**config.mk**
```make
export PLATFORM = sky130hd
export DESIGN_NAME = quantum_inspired_probability_search
export DESIGN_NICKNAME = d
export VERILOG_FILES = /design/src/sv/qips_pkg.sv /design/src/sv/quantum_inspired_probability_search.sv
export VERILOG_INCLUDE_DIRS = /design/src /design/src/sv
export SDC_FILE = /design/constraint.sdc
export NUM_CORES = 2
export LEC_CHECK = 0
export BUFFER_PORTS_ARGS = -buffer_cell sky130_fd_sc_hd__buf_2
export CAP_MARGIN = 30
export CELL_PAD_IN_SITES_DETAIL_PLACEMENT = 1
export CELL_PAD_IN_SITES_GLOBAL_PLACEMENT = 1
export CORE_MARGIN = 2
export CORE_UTILIZATION = 35
export DETAILED_ROUTE_END_ITERATION = 8
export PLACE_DENSITY = 0.58
export SYNTH_ARGS = -nofsm -noshare
export SYNTH_HDL_FRONTEND = slang
export SYNTH_SLANG_ARGS = --single-unit
```
**constraint.sdc**
```tcl
create_clock -name clk -period 11.9 [get_ports clk]
set_clock_uncertainty 0.1 [all_clocks]
set_input_delay 2.38 -clock clk [delete_from_list [all_inputs] [get_ports clk]]
set_output_delay 2.38 -clock clk [all_outputs]
set_load 0.1 [all_outputs]
```
**src/sv/quantum_inspired_probability_search_defines.svh**
```systemverilog
// Assertion macros for the quantum-inspired probability search block.
`ifndef QUANTUM_INSPIRED_PROBABILITY_SEARCH_DEFINES_SVH
`define QUANTUM_INSPIRED_PROBABILITY_SEARCH_DEFINES_SVH

`ifndef SYNTHESIS
// Checked while out of reset.
`define QIPS_ASSERT(lbl, prop, msg) \
  lbl: assert property (@(posedge clk) disable iff (rst) prop) else $error(msg);
// Checked on every edge, reset included.
`define QIPS_ASSERT_ALWAYS(lbl, prop, msg) \
  lbl: assert property (@(posedge clk) prop) else $error(msg);
`else
`define QIPS_ASSERT(lbl, prop, msg)
`define QIPS_ASSERT_ALWAYS(lbl, prop, msg)
`endif

`endif

```
**src/sv/qips_pkg.sv**
```systemverilog
// Shared types, constants and functions of the probability search core.
package qips_pkg;

  localparam int MAX_STOCKS = 64;
  localparam int PARTICLES  = 10;
  localparam int IDX_W      = $clog2(MAX_STOCKS);
  localparam int CNT_W      = $clog2(MAX_STOCKS + 1);

  localparam logic [16:0] PROB_ONE  = 17'd65536;
  localparam logic [16:0] PROB_HALF = 17'd32768;
  localparam logic [15:0] LFSR_TAPS = 16'hB400;

  localparam logic [15:0] THETA_RST = 16'd26;
  localparam logic [6:0]  COUNT_RST = 7'd64;
  localparam logic [15:0] SEED_RST  = 16'd44257;

  localparam logic signed [31:0] SCORE_MIN = 32'sh8000_0000;
  localparam logic signed [31:0] SCORE_MAX = 32'sh7FFF_FFFF;

  // input word modes
  localparam logic [1:0] MODE_SAMPLE = 2'd0;
  localparam logic [1:0] MODE_EVAL   = 2'd1;
  localparam logic [1:0] MODE_UPDATE = 2'd2;
  localparam logic [1:0] MODE_READ   = 2'd3;

  // config register indexes
  localparam logic [1:0] REG_THETA = 2'd0;
  localparam logic [1:0] REG_COUNT = 2'd1;
  localparam logic [1:0] REG_SEED  = 2'd2;

  typedef enum logic [1:0] {
    ST_IDLE,
    ST_EVAL,
    ST_WALK,
    ST_EMIT
  } state_t;

  // Galois LFSR, shift right
  function automatic logic [15:0] lfsr_step(input logic [15:0] r);
    logic [15:0] s;
    begin
      s = r >> 1;
      if (r[0]) s = s ^ LFSR_TAPS;
      return s;
    end
  endfunction

  // zero seed would lock the LFSR
  function automatic logic [15:0] seed_fix(input logic [15:0] s);
    return (s == 16'd0) ? 16'd1 : s;
  endfunction

  // one probability step toward the best vector
  function automatic logic [16:0] prob_step(input logic [16:0] p,
                                            input logic [15:0] theta,
                                            input logic b,
                                            input logic w);
    logic [16:0] m;
    logic [17:0] sum;
    begin
      m = p;
      sum = 18'd0;
      if (!b && w) begin
        if (p > PROB_HALF) m = PROB_ONE - p;
        m = (m > {1'b0, theta}) ? (m - {1'b0, theta}) : 17'd0;
      end else if (b && !w) begin
        if (p < PROB_HALF) m = PROB_ONE - p;
        sum = {1'b0, m} + {2'b00, theta};
        m = (sum > {1'b0, PROB_ONE}) ? PROB_ONE : sum[16:0];
      end
      return m;
    end
  endfunction

endpackage

```
**src/sv/quantum_inspired_probability_search.sv**
```systemverilog
// Top level of the quantum-inspired probability search core.
// Each input word carries a mode and a fitness and yields exactly one output
// word showing the state after that word. Sample (mode 0) and update (mode 2)
// walk the select-probability memory one stock per cycle, read through a
// register ahead of the shared sample/step unit, and then load the output
// register. Evaluate (mode 1) passes through an evaluate state before its
// output word is loaded, while read best (mode 3) loads it directly. The
// block takes no new word while one is in work, but a finished word parks
// in the output register, so the next word is accepted while the previous
// output still waits. The probability memory has one valid flag per entry,
// cleared by reset, so an entry never written reads as one half and no
// clearing pass is needed.
// Config writes are accepted on every cycle; they are meant for idle time.
// Writing lfsr_seed also reloads the generator; a zero seed loads as 1.
`include "quantum_inspired_probability_search_defines.svh"

module quantum_inspired_probability_search
  import qips_pkg::*;
(
  input  logic                clk,
  input  logic                rst,
  // config write
  input  logic                cfg_valid,
  output logic                cfg_ready,
  input  logic [1:0]          cfg_index,
  input  logic [15:0]         cfg_data,
  // input words
  input  logic                in_valid,
  output logic                in_ready,
  input  logic [1:0]          mode,
  input  logic signed [31:0]  fitness,
  // output words
  output logic                out_valid,
  input  logic                out_ready,
  output logic [63:0]         candidate,
  output logic [63:0]         best_solution,
  output logic signed [31:0]  best_fitness,
  output logic [15:0]         best_generation,
  output logic [7:0]          best_particle
);

  // config registers
  logic [15:0] theta;
  logic [6:0]  stock_count;

  // search state
  logic [MAX_STOCKS-1:0] best_vector;
  logic signed [31:0]    best_score;
  logic [MAX_STOCKS-1:0] worst_vector;
  logic signed [31:0]    worst_score;
  logic [MAX_STOCKS-1:0] last_candidate;
  logic [15:0]           rng;
  logic [15:0]           generation_count;
  logic [7:0]            particle_index;
  logic [15:0]           best_gen_reg;
  logic [7:0]            best_part_reg;

  // probability memory with per-entry valid flags
  logic [16:0]           prob_mem [MAX_STOCKS];
  logic [MAX_STOCKS-1:0] prob_vld;
  logic [16:0]           prob_q;
  logic                  prob_q_vld;

  // sequencer
  state_t           state, state_next;
  logic [1:0]       mode_q;
  logic signed [31:0] fit_q;
  logic [CNT_W-1:0] rd_cnt;        // next entry to read
  logic             pv;            // processing stage holds an entry
  logic [IDX_W-1:0] pidx;          // entry in processing stage

  logic [CNT_W-1:0] n_act;
  logic             cfg_we;
  logic             in_acc;
  logic             issue;
  logic             last_proc;
  logic             load_out;
  logic [16:0]      p_cur;
  logic [15:0]      rng_draw;
  logic [16:0]      p_new;

  assign cfg_ready = 1'b1;
  assign cfg_we    = cfg_valid & cfg_ready;
  assign in_acc    = in_valid & in_ready;

  // stock count clamped to 1..MAX_STOCKS
  always_comb begin
    if (stock_count == 7'd0) n_act = CNT_W'(1);
    else if (stock_count > 7'(MAX_STOCKS)) n_act = CNT_W'(MAX_STOCKS);
    else n_act = CNT_W'(stock_count);
  end

  assign last_proc = pv && ({1'b0, pidx} == (n_act - CNT_W'(1)));

  // shared unit: one draw or one probability step per cycle
  assign p_cur    = prob_q_vld ? prob_q : PROB_HALF;
  assign rng_draw = lfsr_step(rng);
  assign p_new    = prob_step(p_cur, theta, best_vector[pidx], worst_vector[pidx]);

  // next state
  always_comb begin
    state_next = state;
    case (state)
      ST_IDLE: begin
        if (in_acc) begin
          if (mode == MODE_SAMPLE || mode == MODE_UPDATE) state_next = ST_WALK;
          else if (mode == MODE_EVAL) state_next = ST_EVAL;
          else state_next = ST_EMIT;
        end
      end
      ST_EVAL: state_next = ST_EMIT;
      ST_WALK: begin
        if (last_proc) state_next = ST_EMIT;
      end
      ST_EMIT: begin
        if (!out_valid || out_ready) state_next = ST_IDLE;
      end
      default: state_next = ST_IDLE;
    endcase
  end

  // sequencer outputs
  always_comb begin
    in_ready = 1'b0;
    issue    = 1'b0;
    load_out = 1'b0;
    case (state)
      ST_IDLE: in_ready = 1'b1;
      ST_EVAL: ;
      ST_WALK: issue = (rd_cnt < n_act);
      ST_EMIT: load_out = !out_valid || out_ready;
      default: ;
    endcase
  end

  always_ff @(posedge clk) begin
    if (rst) begin
      state <= ST_IDLE;
    end else begin
      state <= state_next;
    end
  end

  // input capture and walk counters
  always_ff @(posedge clk) begin
    if (rst) begin
      rd_cnt <= '0;
      pv     <= 1'b0;
      pidx   <= '0;
    end else begin
      if (in_acc) rd_cnt <= '0;
      else if (issue) rd_cnt <= rd_cnt + CNT_W'(1);
      pv   <= issue;
      pidx <= rd_cnt[IDX_W-1:0];
    end
  end

  always_ff @(posedge clk) begin
    if (in_acc) begin
      mode_q <= mode;
      fit_q  <= fitness;
    end
  end

  // probability memory: registered read, write from the update step
  always_ff @(posedge clk) begin
    prob_q <= prob_mem[rd_cnt[IDX_W-1:0]];
    if (pv && mode_q == MODE_UPDATE) prob_mem[pidx] <= p_new;
  end

  always_ff @(posedge clk) begin
    if (rst) begin
      prob_vld   <= '0;
      prob_q_vld <= 1'b0;
    end else begin
      prob_q_vld <= prob_vld[rd_cnt[IDX_W-1:0]];
      if (pv && mode_q == MODE_UPDATE) prob_vld[pidx] <= 1'b1;
    end
  end

  // config registers and search state
  always_ff @(posedge clk) begin
    if (rst) begin
      theta            <= THETA_RST;
      stock_count      <= COUNT_RST;
      rng              <= seed_fix(SEED_RST);
      best_vector      <= '0;
      best_score       <= SCORE_MIN;
      worst_vector     <= '0;
      worst_score      <= SCORE_MAX;
      last_candidate   <= '0;
      generation_count <= '0;
      particle_index   <= '0;
      best_gen_reg     <= '0;
      best_part_reg    <= '0;
    end else begin
      if (cfg_we) begin
        case (cfg_index)
          REG_THETA: theta <= cfg_data;
          REG_COUNT: stock_count <= cfg_data[6:0];
          REG_SEED: begin
            rng <= seed_fix(cfg_data);
          end
          default: ;
        endcase
      end

      // sample clears the old candidate, bits fill in as the walk goes
      if (in_acc && mode == MODE_SAMPLE) last_candidate <= '0;

      if (pv && mode_q == MODE_SAMPLE) begin
        rng <= rng_draw;
        last_candidate[pidx] <= ({1'b0, rng_draw} < p_cur);
      end

      if (last_proc && mode_q == MODE_UPDATE) begin
        generation_count <= generation_count + 16'd1;
        particle_index   <= '0;
        worst_score      <= SCORE_MAX;
      end

      if (state == ST_EVAL) begin
        if (best_score < fit_q) begin
          if (fit_q < 0) begin
            best_score  <= '0;
            best_vector <= '0;
          end else begin
            best_score  <= fit_q;
            best_vector <= last_candidate;
          end
          best_gen_reg  <= generation_count;
          best_part_reg <= particle_index;
        end
        if (worst_score > fit_q) begin
          worst_score  <= fit_q;
          worst_vector <= last_candidate;
        end
        if (particle_index == 8'(PARTICLES - 1)) particle_index <= '0;
        else particle_index <= particle_index + 8'd1;
      end
    end
  end

  // output register, parts the two sides
  always_ff @(posedge clk) begin
    if (rst) begin
      out_valid <= 1'b0;
    end else if (load_out) begin
      out_valid <= 1'b1;
    end else if (out_ready) begin
      out_valid <= 1'b0;
    end
  end

  always_ff @(posedge clk) begin
    if (load_out) begin
      candidate       <= last_candidate;
      best_solution   <= best_vector;
      best_fitness    <= best_score;
      best_generation <= best_gen_reg;
      best_particle   <= best_part_reg;
    end
  end

  `QIPS_ASSERT(a_pidx_range, pv |-> ({1'b0, pidx} < n_act), "walk index beyond stock count")
  `QIPS_ASSERT(a_rd_bound, (state == ST_WALK) |-> (rd_cnt <= n_act), "read counter overran")
  `QIPS_ASSERT(a_rng_nonzero, rng != 16'd0, "LFSR locked at zero")
  `QIPS_ASSERT(a_busy_after_accept, in_acc |=> !in_ready, "accepted a word while busy")
  `QIPS_ASSERT(a_proc_in_walk, pv |-> (state == ST_WALK), "processing outside a walk")

endmodule
```
==> flow_summary.yaml <==
pwr:
  finalPower_mw: 14.5
  power.switching_mw: 3.87
  seqPwrFrac_pct: 46.9
  powerDensity_nw_per_um2: 180
  leakage_nw: 26.4
  clock_power_share_pct: 39.1
  switching_share_pct: 26.6
  internal-power_mw: 10.7
  p_comb_share_pct: 14.0
  ir_drop_v: 0.000157
critical_path:
  max_stage_delay_ps: 850
  worstPathCellList: "o41ai_1 > nand2_1 > a21o_1 > nand3b_1 > o21a_1 > o22ai_1 > nor2_1 > xnor2_1 > ha_1 > o21a_1 > o31ai_1 > a211oi_1 > o21bai_1 > a311o_1 > o21ai_0 > and2_4 > a211oi_1 > a21oi_4 > buf_4"
  worst-path-max-fanout: 33
  crit_start: "prob_q[5]"
  endpoint_kind: "flip-flop"
  r2r-start: "prob_q[5]"
  cpMaxStageDelayCell: "o41ai_1"
  crit_type: "flip-flop to flip-flop"
  crit_arrival_ps: 7170
  cp_data_required_time_ps: 12400
  start_kind: "flip-flop"
  r2r_setup_slack_ps: 5230
timing:
  slew_headroom_pct: 30.2
  setup_viol: 0
  slew_violations: 0
  worstMarginPinSlew_ps: 1040
  hold_viol: 0
  fin_setup_tns_ps: 0
  max_freq_mhz: 150
  rsz0062_at_grt: "false"
  post-route-period-util_pct: 56.0
  period_minus_slack_ps: 6670
layout:
  fillers: 19419
  finalNetCount: 4670
  final_layout_size_suffix_gt1_share_pct: 23.9
  stdcell_count: 7281
  area_growth_pct: 15.6
  final_area_um2: 80700
  final_core_util_pct: 40.8
  largest-register: "prob_mem"
  largest_reg_flops: 1088
global_routing:
  globalRouteTotalUtil_pct: 18.8
  antenna_found_initial: 4
  grt_first_pass_wirelength_um: 283000
  grt_pass1_vias: 40456
  grt_max_degree: 128
  overflow: 0
clocking:
  cts_tree: "yes"
  clock_path_buffers: 3
  root_buffer: "clkbuf_16"
  cts_setup_buffers: 0
  clock_latency_ps: 830
  clkTransAtPathRegs_ps: 60
  ctsResizeCount: 0
  cts_hold_buf: 0
  cts_sinks: 1748
  cts_buffers: 187
  htreeDepth: 4
synthesis:
  syn_avg_cell_area_um2: 16.6
  synth_top_family_by_area: "multiplexers"
  ys_seq_area_share_pct: 68.9
  ys_warn_count: 0
  synthAdderAreaFrac_pct: 2.32
  synth-simple-area-share_pct: 5.35
  synth_flop_cell: "edfxtp_1"
  synthCells: 4197
  synthArstFlopShare_pct: 0
  ys_ff_latch: 1748
  syn-cell-area_um2: 69800
  syn_nets: 4382
  synth_edf_count: 1306
  muxShareOfSynthArea_pct: 14.4
  synth_compound_area_share_pct: 6.06
  ys_types: 92
  synth-xor-area-share_pct: 1.00
detailed_routing:
  drt_iter0_markers: 3018
  routed.top_layer: "met5"
  wl_met2_um: 94100
  wl_met1_um: 85000
  dr_total_vias: 39022
  avgViaCountPerCell: 5.36
  wl_met3_um: 8550
  drc: 0
  drt_first_pass_iters: 5
  wirelength_um: 192000
  ant_nets: 0
  wl_per_cell_um: 26.4
floorplanning:
  fp-row-count: 163
  dieHeight_um: 450
  core_um2: 198000
  die_w_um: 450
  start_util_pct: 35.3
  design.die.area_um2: 203000
  ios: 244
job:
  drv_cap: 0
run_status:
  run_status: "finished, final reports clean"
placement:
  place_inst: 6933
  place.gp.congestion: 0.828
  io_buffer_count: 242
  placed_area_um2: 74600
  hpwl_um: 118000
min_path:
  hold_path_class: "flip-flop to flip-flop"
  holdCritStartpoint: "best_part_reg[5]"
layer usage:
| layer | vias up | track usage [%] |
|---|---|---|
| met1 | 20674 | 25.8 |
| li1 | 17167 | - |
| met4 | 2 | 4.99 |
| met3 | 245 | 2.65 |
| met2 | 934 | 31.4 |
| met5 | - | 0 |
worst max-delay path: cells and delay by family, from the launching register on:
| family | cells | cell delay, ps |
|---|---|---|
| simple gates | 4 | 980 |
| flops | 1 | 340 |
| compound gates | 12 | 3980 |
| buf+inv | 1 | 470 |
| fa+ha+maj | 1 | 360 |
| xor+xnor | 1 | 170 |
placed cells by master (no fill, tap or decap), types with 26 or more instances in the layout:
master | netlist | routed
dfxtp_1 | 442 | 434
clkinv_2 | 0 | 28
nand3_1 | 36 | 36
nand2b_1 | 26 | 26
nand2_1 | 162 | 162
buf_2 | 40 | 241
mux4_2 | 392 | 392
a21oi_1 | 106 | 103
nor4_1 | 41 | 41
o21ai_0 | 54 | 53
xnor2_1 | 26 | 26
o211ai_1 | 68 | 68
edfxtp_1 | 1306 | 1306
nor2_4 | 1 | 32
o31ai_1 | 70 | 70
nor2_1 | 405 | 368
clkbuf_1 | 154 | 59
ha_1 | 126 | 126
xor2_1 | 54 | 54
clkinv_1 | 0 | 28
a21o_1 | 26 | 26
a22o_1 | 100 | 100
buf_4 | 3 | 97
clkbuf_16 | 0 | 194
mux2i_1 | 109 | 109
inv_1 | 75 | 75
path summary, 6_finish.rpt:
path,endpoint,cells past startpoint
worst max-delay path,prob_mem[52][1],19
worst min register to register,best_particle[5],0
worst min-delay path,best_particle[5],0
worst max register to register,prob_mem[52][1],19
logic make-up after synthesis:
logic type | after synthesis
flops | 1748
simple gates | 817
compound gates | 581
mux | 514
buf+inv | 328
fa+ha+maj | 128
xor+xnor | 80
other cells | 1
per-stage QoR:
| stage | setup slack (ps) | hold slack [ps] |
|---|---|---|
| CTS | 5370 | 312 |
| global route | 4810 | 324 |
| detailed placement | 5430 | 318 |
| global placement | 5570 | 323 |
| finish | 5230 | 306 |
| floorplan | 471 | 308 |
cells in the mapped netlist, drive strengths merged (9+ instances only):
library cell	instances	area share, %
edfxtp	1306	56
dfxtp	442	13
nor2	407	2.2
mux4	392	13
nand2	163	0.88
clkbuf	155	0.84
ha	126	2.3
mux2i	110	1.6
a21oi	106	0.76
a22o	100	1.3
buf	96	0.69
inv	77	0.41
o31ai	70	0.75
o211ai	68	0.73
o21ai	66	0.47
xor2	54	0.68
nor4	42	0.39
nand3	36	0.26
a21o	26	0.28
nand2b	26	0.23
xnor2	26	0.33
nor2b	25	0.22
nor3	25	0.19
nand4	24	0.22
a311oi	17	0.21
and3	15	0.13
a22oi	13	0.16
mux2	12	0.19
a211oi	11	0.12
nand3b	11	0.12
a32oi	10	0.13
and2	10	0.093
a221oi	9	0.12
o21a	9	0.097
layout make-up:
| cell class | instances | area [µm²] | share of cell area (%) |
|---|---|---|---|
| Multi-Input combinational cell | 2121 | 20800 | 25.8 |
| Inverter | 77 | 289 | 0.358 |
| Antenna cell | 3 | 7.51 | 0.00931 |
| Tap cell | 2640 | 3300 | 4.09 |
| Timing Repair Buffer | 350 | 2190 | 2.71 |
| Clock buffer | 260 | 5170 | 6.41 |
| Clock inverter | 82 | 800 | 0.991 |
| Sequential cell | 1748 | 48100 | 59.6 |
power by group through the flow:
| stage | clock, mW | sequential, mW | combinational [mW] |
|---|---|---|---|
| after floorplan | 0 | 7.36 | 1.14 |
| after global placement | 0 | 6.96 | 2.03 |
| after CTS | 5.82 | 6.84 | 2.06 |
| final | 5.69 | 6.83 | 2.03 |
| after detailed placement | 0 | 6.96 | 2.06 |
| after global routing | 6.05 | 6.85 | 2.18 |
Note: power is estimated with default switching activity, not from simulation.
